File: src/hw/rtl/assert_macros.svh
// Assertion macros shared by the RTL of the leg touchdown phase detector
`ifndef ASSERT_MACROS_SVH
`define ASSERT_MACROS_SVH

`ifndef SYNTHESIS

// Clocked property, muted while reset is asserted
`define ASSERT_CLKD(lbl, clk, rstn, prop, msg) \
  lbl: assert property (@(posedge clk) disable iff (!(rstn)) (prop)) else $error(msg);

// Clocked property, checked during reset as well
`define ASSERT_CLKD_ALWAYS(lbl, clk, prop, msg) \
  lbl: assert property (@(posedge clk) (prop)) else $error(msg);

`else

`define ASSERT_CLKD(lbl, clk, rstn, prop, msg)
`define ASSERT_CLKD_ALWAYS(lbl, clk, prop, msg)

`endif

`endif

File: src/hw/rtl/ltpd_pkg.sv
// Shared types, constants and helpers of the leg touchdown phase detector
package ltpd_pkg;

  localparam int unsigned NUM_LEGS      = 3;
  localparam int unsigned FORCE_W       = 16;
  localparam int unsigned MAG_W         = 17;
  localparam int unsigned THRESH_W      = 15;
  localparam int unsigned TICKS_W       = 16;
  localparam int unsigned COUNT_W       = 17;
  localparam int unsigned STEP_NUM_W    = 16;
  localparam int unsigned PHASE_W       = 2;
  localparam int unsigned CFG_INDEX_W   = 3;
  localparam int unsigned CFG_DATA_W    = 16;

  localparam logic [COUNT_W-1:0] COUNT_MAX     = '1;
  localparam logic [TICKS_W-1:0] TIMEOUT_TICKS = 16'd3000;

  // Register reset values
  localparam logic [TICKS_W-1:0] IGNORE_TICKS_RST = 16'd500;
  localparam logic [TICKS_W-1:0] STEP_TICKS_RST   = 16'd1000;

  // Configuration register indexes
  typedef enum logic [CFG_INDEX_W-1:0] {
    REG_TOUCHDOWN_THRESHOLD = 3'd0,
    REG_SUPPORT_THRESHOLD   = 3'd1,
    REG_IGNORE_TICKS        = 3'd2,
    REG_STEP_TICKS          = 3'd3,
    REG_SENSING_ENABLE      = 3'd4
  } cfg_reg_t;

  // Leg phase codes
  typedef enum logic [PHASE_W-1:0] {
    PH_SWING  = 2'd0,
    PH_TRANS  = 2'd1,
    PH_STANCE = 2'd2
  } phase_t;

  // Gait state codes
  typedef enum logic [PHASE_W-1:0] {
    GAIT_SWING  = 2'd0,
    GAIT_MIXED  = 2'd1,
    GAIT_STANCE = 2'd2
  } gait_t;

  // Absolute value of a signed force sample; the most negative value maps to 32768
  function automatic logic [MAG_W-1:0] force_mag(input logic [FORCE_W-1:0] f);
    logic [MAG_W-1:0] neg;
    neg = {1'b0, ~f} + MAG_W'(1);
    return f[FORCE_W-1] ? neg : {1'b0, f};
  endfunction

endpackage

File: src/hw/rtl/ltpd_in_if.sv
// Input channel: one force-sample transaction per control tick or step start
interface ltpd_in_if;
  logic                                valid;
  logic                                ready;
  logic                                action;
  logic signed [ltpd_pkg::FORCE_W-1:0] force_leg_a;
  logic signed [ltpd_pkg::FORCE_W-1:0] force_leg_b;
  logic signed [ltpd_pkg::FORCE_W-1:0] force_leg_c;

  modport source (output valid, action, force_leg_a, force_leg_b, force_leg_c,
                  input ready);
  modport sink   (input valid, action, force_leg_a, force_leg_b, force_leg_c,
                  output ready);
endinterface

File: src/hw/rtl/ltpd_out_if.sv
// Result channel: leg phases, gait, step status and counters
interface ltpd_out_if;
  logic                               valid;
  logic                               ready;
  logic [ltpd_pkg::PHASE_W-1:0]       phase_leg_a;
  logic [ltpd_pkg::PHASE_W-1:0]       phase_leg_b;
  logic [ltpd_pkg::PHASE_W-1:0]       phase_leg_c;
  logic [ltpd_pkg::PHASE_W-1:0]       gait_phase;
  logic                               step_done;
  logic [ltpd_pkg::NUM_LEGS-1:0]      touchdown_events;
  logic [ltpd_pkg::NUM_LEGS-1:0]      support_events;
  logic [ltpd_pkg::COUNT_W-1:0]       tick_index;
  logic [ltpd_pkg::STEP_NUM_W-1:0]    step_number;

  modport source (output valid, phase_leg_a, phase_leg_b, phase_leg_c, gait_phase,
                  step_done, touchdown_events, support_events, tick_index,
                  step_number, input ready);
  modport sink   (input valid, phase_leg_a, phase_leg_b, phase_leg_c, gait_phase,
                  step_done, touchdown_events, support_events, tick_index,
                  step_number, output ready);
endinterface

File: src/hw/rtl/leg_touchdown_phase_detector.sv
// Leg touchdown phase detector: per-tick leg phase, gait and step completion
//
// Usage:
//   in_chan carries one transaction per control tick (action 0) with the
//   signed vertical force of three legs, or a step start (action 1).
//   out_chan returns exactly one result transaction per input transaction,
//   in order: leg phases, gait, step_done, event masks, tick index, step number.
//   The cfg_ port writes one register per cycle while cfg_we is high; write
//   only while no transaction is in flight.
// Timing: a result is valid in the cycle after its input is accepted.
//   One transaction per cycle is sustained while out_chan.ready is high;
//   the per-leg compares, gait reduction and step compares all settle
//   between the input handshake and the result register.
// Reset (rst_n low, synchronous): tick count, step count, leg phases and gait
//   clear to zero (swing); registers take their reset values; the result
//   register empties.
// Stall: while out_chan.ready is low and a result waits, in_chan.ready drops;
//   the result register holds its contents until it is taken.
`include "assert_macros.svh"

module leg_touchdown_phase_detector (
  input  logic                              clk,
  input  logic                              rst_n,
  ltpd_in_if.sink                           in_chan,
  ltpd_out_if.source                        out_chan,
  input  logic                              cfg_we,
  input  logic [ltpd_pkg::CFG_INDEX_W-1:0]  cfg_index,
  input  logic [ltpd_pkg::CFG_DATA_W-1:0]   cfg_data
);

  localparam int unsigned NL  = ltpd_pkg::NUM_LEGS;
  localparam int unsigned CW  = ltpd_pkg::COUNT_W;
  localparam int unsigned TW  = ltpd_pkg::TICKS_W;
  localparam int unsigned PW  = ltpd_pkg::PHASE_W;
  localparam int unsigned SW  = ltpd_pkg::STEP_NUM_W;
  localparam int unsigned MW  = ltpd_pkg::MAG_W;
  localparam int unsigned THW = ltpd_pkg::THRESH_W;

  // Configuration registers
  logic [THW-1:0] touchdown_thr_r;
  logic [THW-1:0] support_thr_r;
  logic [TW-1:0]  ignore_ticks_r;
  logic [TW-1:0]  step_ticks_r;
  logic           sensing_en_r;

  // Block state
  logic [CW-1:0]  tick_count_r, tick_count_nxt;
  logic [SW-1:0]  step_counter_r, step_counter_nxt;
  logic [PW-1:0]  leg_phase_r [NL];
  logic [PW-1:0]  leg_phase_nxt [NL];
  logic [PW-1:0]  gait_r, gait_nxt;

  // Result register
  logic           out_valid_r;
  logic [PW-1:0]  out_phase_r [NL];
  logic [PW-1:0]  out_gait_r;
  logic           out_done_r;
  logic [NL-1:0]  out_td_ev_r;
  logic [NL-1:0]  out_sup_ev_r;
  logic [CW-1:0]  out_tick_r;
  logic [SW-1:0]  out_step_r;

  logic           in_fire;
  logic [MW-1:0]  mag [NL];
  logic [NL-1:0]  td_ev, sup_ev;
  logic           all_stance, all_swing;
  logic           in_window;
  logic           done;
  logic [CW:0]    count_p1;
  logic [CW:0]    limit;
  logic [CW-1:0]  tick_index;

  // Accept whenever the result register is empty or being drained
  assign in_chan.ready = !out_valid_r || out_chan.ready;
  assign in_fire       = in_chan.valid && in_chan.ready;

  // Write configuration registers
  always_ff @(posedge clk) begin
    if (!rst_n) begin
      touchdown_thr_r <= '0;
      support_thr_r   <= '0;
      ignore_ticks_r  <= ltpd_pkg::IGNORE_TICKS_RST;
      step_ticks_r    <= ltpd_pkg::STEP_TICKS_RST;
      sensing_en_r    <= 1'b0;
    end else if (cfg_we) begin
      case (ltpd_pkg::cfg_reg_t'(cfg_index))
        ltpd_pkg::REG_TOUCHDOWN_THRESHOLD: touchdown_thr_r <= cfg_data[THW-1:0];
        ltpd_pkg::REG_SUPPORT_THRESHOLD:   support_thr_r   <= cfg_data[THW-1:0];
        ltpd_pkg::REG_IGNORE_TICKS:        ignore_ticks_r  <= cfg_data[TW-1:0];
        ltpd_pkg::REG_STEP_TICKS:          step_ticks_r    <= cfg_data[TW-1:0];
        ltpd_pkg::REG_SENSING_ENABLE:      sensing_en_r    <= cfg_data[0];
        default: ;
      endcase
    end
  end

  // Take force magnitudes
  assign mag[0] = ltpd_pkg::force_mag(in_chan.force_leg_a);
  assign mag[1] = ltpd_pkg::force_mag(in_chan.force_leg_b);
  assign mag[2] = ltpd_pkg::force_mag(in_chan.force_leg_c);

  assign in_window = tick_count_r <= {{(CW-TW){1'b0}}, ignore_ticks_r};

  // Advance leg phases and derive gait
  always_comb begin
    td_ev      = '0;
    sup_ev     = '0;
    all_stance = 1'b1;
    all_swing  = 1'b1;
    gait_nxt   = gait_r;
    for (int k = 0; k < NL; k++) begin
      leg_phase_nxt[k] = leg_phase_r[k];
    end
    if (!in_chan.action) begin
      if (in_window) begin
        for (int k = 0; k < NL; k++) begin
          leg_phase_nxt[k] = ltpd_pkg::PH_SWING;
        end
        gait_nxt = ltpd_pkg::GAIT_SWING;
      end else if (sensing_en_r) begin
        for (int k = 0; k < NL; k++) begin
          case (ltpd_pkg::phase_t'(leg_phase_r[k]))
            ltpd_pkg::PH_SWING: begin
              if (mag[k] > {{(MW-THW){1'b0}}, touchdown_thr_r}) begin
                leg_phase_nxt[k] = ltpd_pkg::PH_TRANS;
                td_ev[k]         = 1'b1;
              end
            end
            ltpd_pkg::PH_TRANS: begin
              if (mag[k] > {{(MW-THW){1'b0}}, support_thr_r}) begin
                leg_phase_nxt[k] = ltpd_pkg::PH_STANCE;
                sup_ev[k]        = 1'b1;
              end
            end
            default: ;
          endcase
          if (leg_phase_nxt[k] != ltpd_pkg::PH_STANCE) all_stance = 1'b0;
          if (leg_phase_nxt[k] != ltpd_pkg::PH_SWING)  all_swing  = 1'b0;
        end
        if (all_stance) begin
          gait_nxt = ltpd_pkg::GAIT_STANCE;
        end else if (all_swing) begin
          gait_nxt = ltpd_pkg::GAIT_SWING;
        end else begin
          gait_nxt = ltpd_pkg::GAIT_MIXED;
        end
      end
    end
  end

  // Check step completion: count >= step_ticks - 1 is count + 1 >= step_ticks
  assign count_p1 = {1'b0, tick_count_r} + (CW+1)'(1);
  assign limit    = (CW+1)'(step_ticks_r) + (CW+1)'(ltpd_pkg::TIMEOUT_TICKS);
  assign done     = !in_chan.action &&
                    (((count_p1 >= (CW+1)'(step_ticks_r)) &&
                      (gait_nxt == ltpd_pkg::GAIT_STANCE)) ||
                     (count_p1 >= limit));

  // Update counters
  always_comb begin
    tick_count_nxt   = tick_count_r;
    step_counter_nxt = step_counter_r;
    tick_index       = tick_count_r;
    if (in_chan.action) begin
      step_counter_nxt = step_counter_r + SW'(1);
      tick_count_nxt   = '0;
      tick_index       = '0;
    end else if (tick_count_r != ltpd_pkg::COUNT_MAX) begin
      tick_count_nxt = count_p1[CW-1:0];
    end
  end

  // Hold block state, advance on each accepted transaction
  always_ff @(posedge clk) begin
    if (!rst_n) begin
      tick_count_r   <= '0;
      step_counter_r <= '0;
      gait_r         <= ltpd_pkg::GAIT_SWING;
      for (int k = 0; k < NL; k++) begin
        leg_phase_r[k] <= ltpd_pkg::PH_SWING;
      end
    end else if (in_fire) begin
      tick_count_r   <= tick_count_nxt;
      step_counter_r <= step_counter_nxt;
      gait_r         <= gait_nxt;
      for (int k = 0; k < NL; k++) begin
        leg_phase_r[k] <= leg_phase_nxt[k];
      end
    end
  end

  // Result valid flag
  always_ff @(posedge clk) begin
    if (!rst_n) begin
      out_valid_r <= 1'b0;
    end else if (in_chan.ready) begin
      out_valid_r <= in_chan.valid;
    end
  end

  // Load result payload
  always_ff @(posedge clk) begin
    if (in_fire) begin
      out_gait_r   <= gait_nxt;
      out_done_r   <= done;
      out_td_ev_r  <= td_ev;
      out_sup_ev_r <= sup_ev;
      out_tick_r   <= tick_index;
      out_step_r   <= step_counter_nxt;
      for (int k = 0; k < NL; k++) begin
        out_phase_r[k] <= leg_phase_nxt[k];
      end
    end
  end

  assign out_chan.valid            = out_valid_r;
  assign out_chan.phase_leg_a      = out_phase_r[0];
  assign out_chan.phase_leg_b      = out_phase_r[1];
  assign out_chan.phase_leg_c      = out_phase_r[2];
  assign out_chan.gait_phase       = out_gait_r;
  assign out_chan.step_done        = out_done_r;
  assign out_chan.touchdown_events = out_td_ev_r;
  assign out_chan.support_events   = out_sup_ev_r;
  assign out_chan.tick_index       = out_tick_r;
  assign out_chan.step_number      = out_step_r;

  // Assertions
  `ASSERT_CLKD(a_ready_when_empty, clk, rst_n,
    !out_valid_r |-> in_chan.ready, "input not ready with empty result register")
  `ASSERT_CLKD(a_events_disjoint, clk, rst_n,
    out_valid_r |-> ((out_td_ev_r & out_sup_ev_r) == '0),
    "leg reported touchdown and support on the same tick")
  `ASSERT_CLKD(a_start_result, clk, rst_n,
    (in_fire && in_chan.action) |=> (out_tick_r == '0 && !out_done_r &&
      out_td_ev_r == '0 && out_sup_ev_r == '0),
    "step start produced a nonzero tick index or an event")
  `ASSERT_CLKD(a_timeout_bound, clk, rst_n,
    (out_valid_r && out_done_r && out_gait_r != ltpd_pkg::GAIT_STANCE) |->
      (out_tick_r >= CW'(ltpd_pkg::TIMEOUT_TICKS) - CW'(1)),
    "step done without stance before the timeout bound")
  `ASSERT_CLKD(a_count_monotonic, clk, rst_n,
    (in_fire && !in_chan.action) |=> (tick_count_r >= $past(tick_count_r)),
    "tick count went backwards on a control tick")

endmodule

File: src/flat_wrapper.sv
// flat-port wrapper written by rule: the top's interface ports become plain ports
module leg_touchdown_phase_detector_flat 
  (clk, rst_n, cfg_we, cfg_index, cfg_data, in_chan_valid, in_chan_action, in_chan_force_leg_a, in_chan_force_leg_b, in_chan_force_leg_c, in_chan_ready, out_chan_valid, out_chan_phase_leg_a, out_chan_phase_leg_b, out_chan_phase_leg_c, out_chan_gait_phase, out_chan_step_done, out_chan_touchdown_events, out_chan_support_events, out_chan_tick_index, out_chan_step_number, out_chan_ready);
  ltpd_in_if in_chan_i ();
  ltpd_out_if out_chan_i ();
  input  logic clk;
  input  logic rst_n;
  input  logic cfg_we;
  input  logic [ltpd_pkg::CFG_INDEX_W-1:0] cfg_index;
  input  logic [ltpd_pkg::CFG_DATA_W-1:0] cfg_data;
  input wire logic [$bits(in_chan_i.valid)-1:0] in_chan_valid;
  input wire logic [$bits(in_chan_i.action)-1:0] in_chan_action;
  input wire logic [$bits(in_chan_i.force_leg_a)-1:0] in_chan_force_leg_a;
  input wire logic [$bits(in_chan_i.force_leg_b)-1:0] in_chan_force_leg_b;
  input wire logic [$bits(in_chan_i.force_leg_c)-1:0] in_chan_force_leg_c;
  output wire logic [$bits(in_chan_i.ready)-1:0] in_chan_ready;
  output wire logic [$bits(out_chan_i.valid)-1:0] out_chan_valid;
  output wire logic [$bits(out_chan_i.phase_leg_a)-1:0] out_chan_phase_leg_a;
  output wire logic [$bits(out_chan_i.phase_leg_b)-1:0] out_chan_phase_leg_b;
  output wire logic [$bits(out_chan_i.phase_leg_c)-1:0] out_chan_phase_leg_c;
  output wire logic [$bits(out_chan_i.gait_phase)-1:0] out_chan_gait_phase;
  output wire logic [$bits(out_chan_i.step_done)-1:0] out_chan_step_done;
  output wire logic [$bits(out_chan_i.touchdown_events)-1:0] out_chan_touchdown_events;
  output wire logic [$bits(out_chan_i.support_events)-1:0] out_chan_support_events;
  output wire logic [$bits(out_chan_i.tick_index)-1:0] out_chan_tick_index;
  output wire logic [$bits(out_chan_i.step_number)-1:0] out_chan_step_number;
  input wire logic [$bits(out_chan_i.ready)-1:0] out_chan_ready;
  assign in_chan_i.valid = in_chan_valid;
  assign in_chan_i.action = in_chan_action;
  assign in_chan_i.force_leg_a = in_chan_force_leg_a;
  assign in_chan_i.force_leg_b = in_chan_force_leg_b;
  assign in_chan_i.force_leg_c = in_chan_force_leg_c;
  assign in_chan_ready = in_chan_i.ready;
  assign out_chan_valid = out_chan_i.valid;
  assign out_chan_phase_leg_a = out_chan_i.phase_leg_a;
  assign out_chan_phase_leg_b = out_chan_i.phase_leg_b;
  assign out_chan_phase_leg_c = out_chan_i.phase_leg_c;
  assign out_chan_gait_phase = out_chan_i.gait_phase;
  assign out_chan_step_done = out_chan_i.step_done;
  assign out_chan_touchdown_events = out_chan_i.touchdown_events;
  assign out_chan_support_events = out_chan_i.support_events;
  assign out_chan_tick_index = out_chan_i.tick_index;
  assign out_chan_step_number = out_chan_i.step_number;
  assign out_chan_i.ready = out_chan_ready;
  leg_touchdown_phase_detector u_core (.clk(clk), .rst_n(rst_n), .in_chan(in_chan_i), .out_chan(out_chan_i), .cfg_we(cfg_we), .cfg_index(cfg_index), .cfg_data(cfg_data));
endmodule
File: config.mk
export PLATFORM = sky130hd
export DESIGN_NAME = leg_touchdown_phase_detector_flat
export DESIGN_NICKNAME = d
export VERILOG_FILES = /design/src/hw/rtl/ltpd_pkg.sv /design/src/hw/rtl/ltpd_in_if.sv /design/src/hw/rtl/ltpd_out_if.sv /design/src/hw/rtl/leg_touchdown_phase_detector.sv /design/src/flat_wrapper.sv
export VERILOG_INCLUDE_DIRS = /design/src /design/src/hw/rtl
export SDC_FILE = /design/constraint.sdc
export NUM_CORES = 1
export LEC_CHECK = 0
export ABC_AREA = 1
export BUFFER_PORTS_ARGS = -buffer_cell sky130_fd_sc_hd__buf_2
export CORE_MARGIN = 1
export CORE_UTILIZATION = 45
export CTS_BUF_LIST = sky130_fd_sc_hd__clkbuf_4
export DETAILED_ROUTE_END_ITERATION = 8
export PLACE_DENSITY_LB_ADDON = 0.12
export REMOVE_ABC_BUFFERS = 1
export SETUP_SLACK_MARGIN = 0.2
export SYNTH_ARGS = -nofsm -noshare
export SYNTH_HDL_FRONTEND = slang
export SYNTH_SLANG_ARGS = --single-unit
File: constraint.sdc
create_clock -name clk -period 9.6 [get_ports clk]
set_input_delay 0.96 -clock clk [delete_from_list [all_inputs] [get_ports clk]]
set_output_delay 0.96 -clock clk [all_outputs]
set_load 0.02 [all_outputs]
==> summary.txt, run 1 <==
GRT
  – Met2 usage: 0.383
  – Largest net degree at the start of global routing: 66
  – Overflow after GRT: 0
  – Antenna violations before repair: 1
  – Vias in the first global route: 8824
  – Met1 Use GR: 0.336
  – Layer with the highest usage: met2
  – First-pass GRT wire length: 45.6 mm
  – Global-route usage over all layers: 0.242
  – Met3 usage: 0.0385

Worst setup path
  – Crit path largest cell delay: 0.43 ns
  – Required time worst endpoint: 9.92 ns
  – CP Capture Type: flop
  – Critical Path AT: 4.54 ns
  – Top Family by Delay on Critical Path: simple AND/OR/NAND/NOR gates
  – CP max stage cell: nor4_1
  – CP max FO: 5
  – Worst setup SP type: input pin
  – CP Buf/Inv Count: 5
  – Crit Path Class: input pin to flop
  – Crit-path most repeated cell: nand2_1

Logic synthesis
  – Predominant post-synthesis flop cell: dfxtp_1
  – Average footprint of a synthesized cell: 7.61 µm²
  – Synth cell count leaders: nand2_1 (269), inv_1 (202), ha_1 (143)
  – Yosys top cell area share: 0.182
  – Number of flops mapped to enable cells by yosys: 54
  – Yosys reg bits: 153
  – Post-synthesis cell count: 1429
  – Most common cell in the netlist: nand2_1
  – Dominant cells by area after synthesis: dfxtp_1 (18%), ha_1 (16%), edfxtp_1 (15%)
  – Synth warnings: 0
  – Synth area leader: dfxtp_1
  – Cell area after synthesis: 10900 µm²
  – Ys async rst share: 0
  – Synth unique cells: 46
  – Register area share after synthesis: 0.332

Clock tree
  – Worst-Skew Late Latency: 0.58 ns
  – Cts repair resizes: 0
  – Postcts setup bufs: 0
  – Cts hold-fix bufs: 0
  – Clock sink total: 153
  – Max clock buf depth: 2
  – CTS tree: yes
  – Clock root cell: clkbuf_4
  – H-tree Lvls: 4
  – Reg clk slew, reported paths: 0.14 ns
  – TritonCTS Buffers: 17

Floorplan
  – Core footprint: 23600 µm²
  – DIE WIDTH: 157 µm
  – Row cnt: 56
  – Full die area: 24800 µm²
  – # IOs: 123
  – Initial core utilization: 0.460
  – Die Ht: 157 µm

Final layout
  – Share of layout cells above drive strength 1: 0.137
  – Synthesis-to-layout area growth: 11.1%
  – # nets final: 1758

Route
  – DR DRC count: 0
  – Via density: 5.19
  – Via count: 9727
  – Routed len/inst: 15.3 µm
  – Drt pass-1 iters: 5
  – Routed WL: 28.7 mm
  – Antenna viol nets, final: 0
  – Starting DRT DRC Count: 575

Timing
  – FMAX: 0.237 GHz
  – Setup TNS: 0 ns
  – Slew HR: 0.318
  – Final Cycle Share: 0.439
  – Hold_ws: 0.469 ns
  – Setup violations, final: 0
  – Final Critical Period: 4.22 ns
  – RSZ-0062 raised after global routing: false
  – Final-report hold violation count: 0
  – Fin Clk Skew: 0.0277 ns
  – Worst Tran Pin Value: 1.02 ns
  – Max-slew violation count: 0

Place
  – HPWL after DPL: 22.3 mm
  – PortBufs: 122
  – Gpl congestion: 0.908

Status
  – Outcome: finished clean

Power and ir drop
  – PwrDens: 120 nW/µm²
  – Worst VDD drop: 0.0769 mV
  – Leakage: 5.52 nW

Min path
  – Hold WC Path Type: flop to flop

Flow run
  – Max Cap Viol: 0
==> final timing paths <==
path                                                 from                        end  slack, ns  cells after the start
worst max register to register     u_core.tick_count_r[1]  u_core.out_chan.step_done       5.80                     19
worst max-delay path               in_chan_force_leg_c[0]  u_core.out_chan.step_done       5.38                     28
worst min register to register  u_core.ignore_ticks_r[10]  u_core.ignore_ticks_r[10]       0.47                      2
worst min-delay path            u_core.ignore_ticks_r[10]  u_core.ignore_ticks_r[10]       0.47                      2
==> power breakdown <==
part / leakage [nW] / total (mW) / switching, mW / internal [mW]
clock network: 0.149 / 0.422 / 0.259 / 0.163
logic: 4.01 / 0.328 / 0.214 / 0.115
registers: 1.36 / 0.702 / 0.00878 / 0.693
==> cells in the final DEF, fill, tap and decap left out, types with 4 or more instances in the layout <==
master,instances
nand3_2,5
buf_2,122
a21o_1,5
o22ai_1,4
nand4_1,19
xnor2_1,16
o211ai_1,13
nand2_1,269
o31ai_1,5
o21bai_1,4
inv_6,6
nor2_2,12
xor2_1,53
nand3b_1,4
clkinvlp_4,4
nand3_1,43
nor3_2,8
nor3_1,24
nand2_2,7
ha_1,143
o21ai_0,92
clkbuf_4,18
nor2_1,130
nor2_4,4
dfxtp_1,99
nor4_1,13
a21oi_1,139
edfxtp_1,54
inv_2,8
inv_1,201
==> logic make-up after synthesis <==
| kind of cell | after synthesis | synth area share |
|---|---|---|
| adder cells (fa/ha/maj) | 143 | 0.165 |
| XOR/XNOR | 69 | 0.0556 |
| buffers and inverters | 241 | 0.0840 |
| AND/OR/NAND/NOR | 549 | 0.228 |
| AO/OA/AOI/OAI | 274 | 0.136 |
| flip-flops | 153 | 0.332 |
==> sequential cells by signal, summed over array words and instances, names as in the netlist, 2 cells and up <==
register	cells
u_core.out_chan.tick_index	17
u_core.tick_count_r	17
u_core.ignore_ticks_r	16
u_core.out_chan.step_number	16
u_core.step_counter_r	16
u_core.step_ticks_r	16
u_core.support_thr_r	15
u_core.touchdown_thr_r	15
u_core.leg_phase_r	6
u_core.out_phase_r	6
u_core.out_chan.support_events	3
u_core.out_chan.touchdown_events	3
u_core.gait_r	2
u_core.out_chan.gait_phase	2
==> tightest hold or removal path: stages, from the launching register on <==
cell,delay [ns]
dfxtp_1,0.32
inv_1,0.06
a21oi_1,0.06
==> stage by stage <==
step           power, mW  setup slack, ns  cell area, µm²   util  instances
6_report            1.45             5.38           12100  0.511       1875
5_1_grt             1.53             4.94           12100  0.511       1875
3_3_place_gp        1.04             4.99           11800  0.499       1842
2_1_floorplan      0.933             5.51           10700      -       1398
4_1_cts             1.46             5.42           12100  0.511       1874
3_5_place_dp        1.04             4.80           11800  0.499       1842
==> cell type report <==
class,instances,area (µm²)
clock inverter,14,159
sequential,153,3600
multi-input combinational,1035,6350
tap,319,399
timing repair buffer,125,633
clock buffer,18,135
fill,2381,11500
inverter,210,788
antenna,1,2.50
==> routing by layer <==
layer,vias up,share of wire
met5,-,0
met4,0,0.020
met3,43,0.058
met2,259,0.44
met1,4429,0.49
li1,4996,-
Note: power is estimated with default switching activity, not from simulation.
==> inputs of run 2 (changes only) <==
==> constraint.sdc (replaced) <==
create_clock -name clk -period 4.1 [get_ports clk]
set_input_delay 0.41 -clock clk [delete_from_list [all_inputs] [get_ports clk]]
set_output_delay 0.41 -clock clk [all_outputs]
set_load 0.02 [all_outputs]
==> summary.txt, run 2 (synthesized netlist as in run 1, its figures left out) <==
Route
  – Routed WL: 28.4 mm
  – Via count: 9645
  – Via density: 5.12
  – Routed len/inst: 15.1 µm
  – Antenna viol nets, final: 0
  – DR DRC count: 0
  – Starting DRT DRC Count: 555
  – Drt pass-1 iters: 5

Floorplan
  – Row cnt: 56
  – # IOs: 123
  – Full die area: 24800 µm²
  – Initial core utilization: 0.460
  – Die Ht: 157 µm
  – DIE WIDTH: 157 µm
  – Core footprint: 23600 µm²

Timing
  – Slew HR: 0.317
  – Final-report hold violation count: 0
  – Setup TNS: 0 ns
  – Worst Tran Pin Value: 1.02 ns
  – Final Critical Period: 3.66 ns
  – Final Cycle Share: 0.893
  – Max-slew violation count: 0
  – Fin Clk Skew: 0.0311 ns
  – RSZ-0062 raised after global routing: false
  – FMAX: 0.273 GHz
  – Hold_ws: 0.102 ns
  – Setup violations, final: 0

Final layout
  – Synthesis-to-layout area growth: 12.4%
  – Share of layout cells above drive strength 1: 0.144
  – # nets final: 1766
  – Commonest non-fill, non-tap cell in the layout: nand2_1
  – # diodes: 0
  – Fillers: 2379
  – Most frequent cells in the layout: nand2_1 (269), inv_1 (201), ha_1 (143)

Worst setup path
  – CP Capture Type: flop
  – Crit Path Class: flop to flop
  – Crit path largest cell delay: 0.47 ns
  – Cell Chain, Critical Path: inv_2 > nor3_2 > inv_2 > nor3_2 > inv_1 > nor2_4 > inv_1 > nor2_1 > nand2_1 > xor2_1 > inv_1 > ha_1 > nand2_1 > inv_1 > nand3_1 > nor2_1 > o21ai_0 > a21oi_1 > o21ai_0 > or3b_2 > nor2_1 > nor2_1
  – CP max stage cell: or3b_2
  – Reg2Reg Setup Slack: 0.44 ns
  – CP Buf/Inv Count: 6
  – Required time worst endpoint: 4.41 ns
  – Critical Path AT: 3.97 ns
  – CP max FO: 5
  – Worst setup SP type: flop
  – Top Family by Delay on Critical Path: simple AND/OR/NAND/NOR gates

Clock tree
  – Clock sink total: 153
  – H-tree Lvls: 4
  – TritonCTS Buffers: 17
  – Worst-Skew Late Latency: 0.56 ns
  – Max clock buf depth: 2
  – CTS tree: yes
  – Reg clk slew, reported paths: 0.15 ns
  – Clock root cell: clkbuf_4
  – Postcts setup bufs: 0

Place
  – HPWL after DPL: 22.2 mm
  – Gpl congestion: 0.915
  – PortBufs: 122

GRT
  – Vias in the first global route: 9092
  – Overflow after GRT: 0
  – Antenna violations before repair: 0
  – Global-route usage over all layers: 0.242
  – Largest net degree at the start of global routing: 64
  – First-pass GRT wire length: 46.3 mm

Power and ir drop
  – Clock power share: 0.324
  – Leakage: 5.64 nW
  – Reg power frac: 0.460
  – NetSw: 1.12 mW
  – PwrDens: 292 nW/µm²
  – Switch share: 0.312
  – Comb pwr share: 0.216
  – Internal Power: 2.46 mW
  – Worst VDD drop: 0.180 mV

Min path
  – Hold WC Path Type: input pin to flop

Status
  – Outcome: finished clean

Flow run
  – Max Cap Viol: 0
## run 2: changes by cell type in the layout (fill, tap and decap cells not counted), sizes merged
cell / change
buf: +8
bufinv: +3
clkbuf: -1
clkinvlp: -4
diode: -1
inv: +2
## run 2: worst register-to-register path, stage by stage, from the launching register on
cell,delay [ns]
dfxtp_2,0.38
inv_2,0.09
nor3_2,0.27
inv_2,0.05
nor3_2,0.19
inv_1,0.13
nor2_4,0.16
inv_1,0.06
nor2_1,0.08
nand2_1,0.06
xor2_1,0.14
inv_1,0.13
ha_1,0.26
nand2_1,0.07
inv_1,0.04
nand3_1,0.10
nor2_1,0.07
o21ai_0,0.22
a21oi_1,0.11
o21ai_0,0.18
or3b_2,0.47
nor2_1,0.12
nor2_1,0.04
## run 2: area by class of cell
type | instances | area, µm² | area share
Clock inverter | 15 | 233 | 0.0190
Sequential cell | 153 | 3610 | 0.295
Timing Repair Buffer | 133 | 693 | 0.0567
Multi-Input combinational cell | 1035 | 6370 | 0.522
Clock buffer | 17 | 128 | 0.0104
Tap cell | 319 | 399 | 0.0327
Inverter | 210 | 788 | 0.0645
## run 2: worst paths after layout
| check | start | to | depth (start not counted) |
|---|---|---|---|
| worst min-delay path | cfg_data[2] | u_core.ignore_ticks_r[2] | 3 |
| worst max register to register | u_core.tick_count_r[0] | u_core.out_chan.step_done | 22 |
| worst min register to register | u_core.ignore_ticks_r[10] | u_core.ignore_ticks_r[10] | 2 |
| worst max-delay path | u_core.tick_count_r[0] | u_core.out_chan.step_done | 22 |
## run 2: power by group through the flow
stage / sequential (mW) / combinational [mW] / clock (mW)
floorplan: 1.71 / 0.480 / 0
global placement: 1.68 / 0.751 / 0
detailed placement: 1.68 / 0.765 / 0
CTS: 1.64 / 0.770 / 1.18
global route: 1.65 / 0.888 / 1.25
finish: 1.64 / 0.772 / 1.16
## run 2: repair_timing
action	in CTS	in global routing
hold buffers	0	0
endpoints found under the setup margin	0	1
gates resized for setup	0	6
## run 2: through the flow
step | worst slack (ns) | power, mW | util | area (µm²) | std cells
floorplan | 0.558 | 2.18 | - | 10700 | 1398
global placement | 0.142 | 2.43 | 0.501 | 11800 | 1850
detailed placement | 0.0828 | 2.44 | 0.501 | 11800 | 1850
CTS | 0.396 | 3.59 | 0.517 | 12200 | 1882
global route | 0.189 | 3.79 | 0.517 | 12200 | 1882
finish | 0.439 | 3.57 | 0.517 | 12200 | 1882
## run 2: per-layer routing
layer | global-route usage | share of wire
met1 | 0.333 | 0.49
met2 | 0.393 | 0.45
met3 | 0.0358 | 0.045
met4 | 0.0666 | 0.020
met5 | 0 | 0
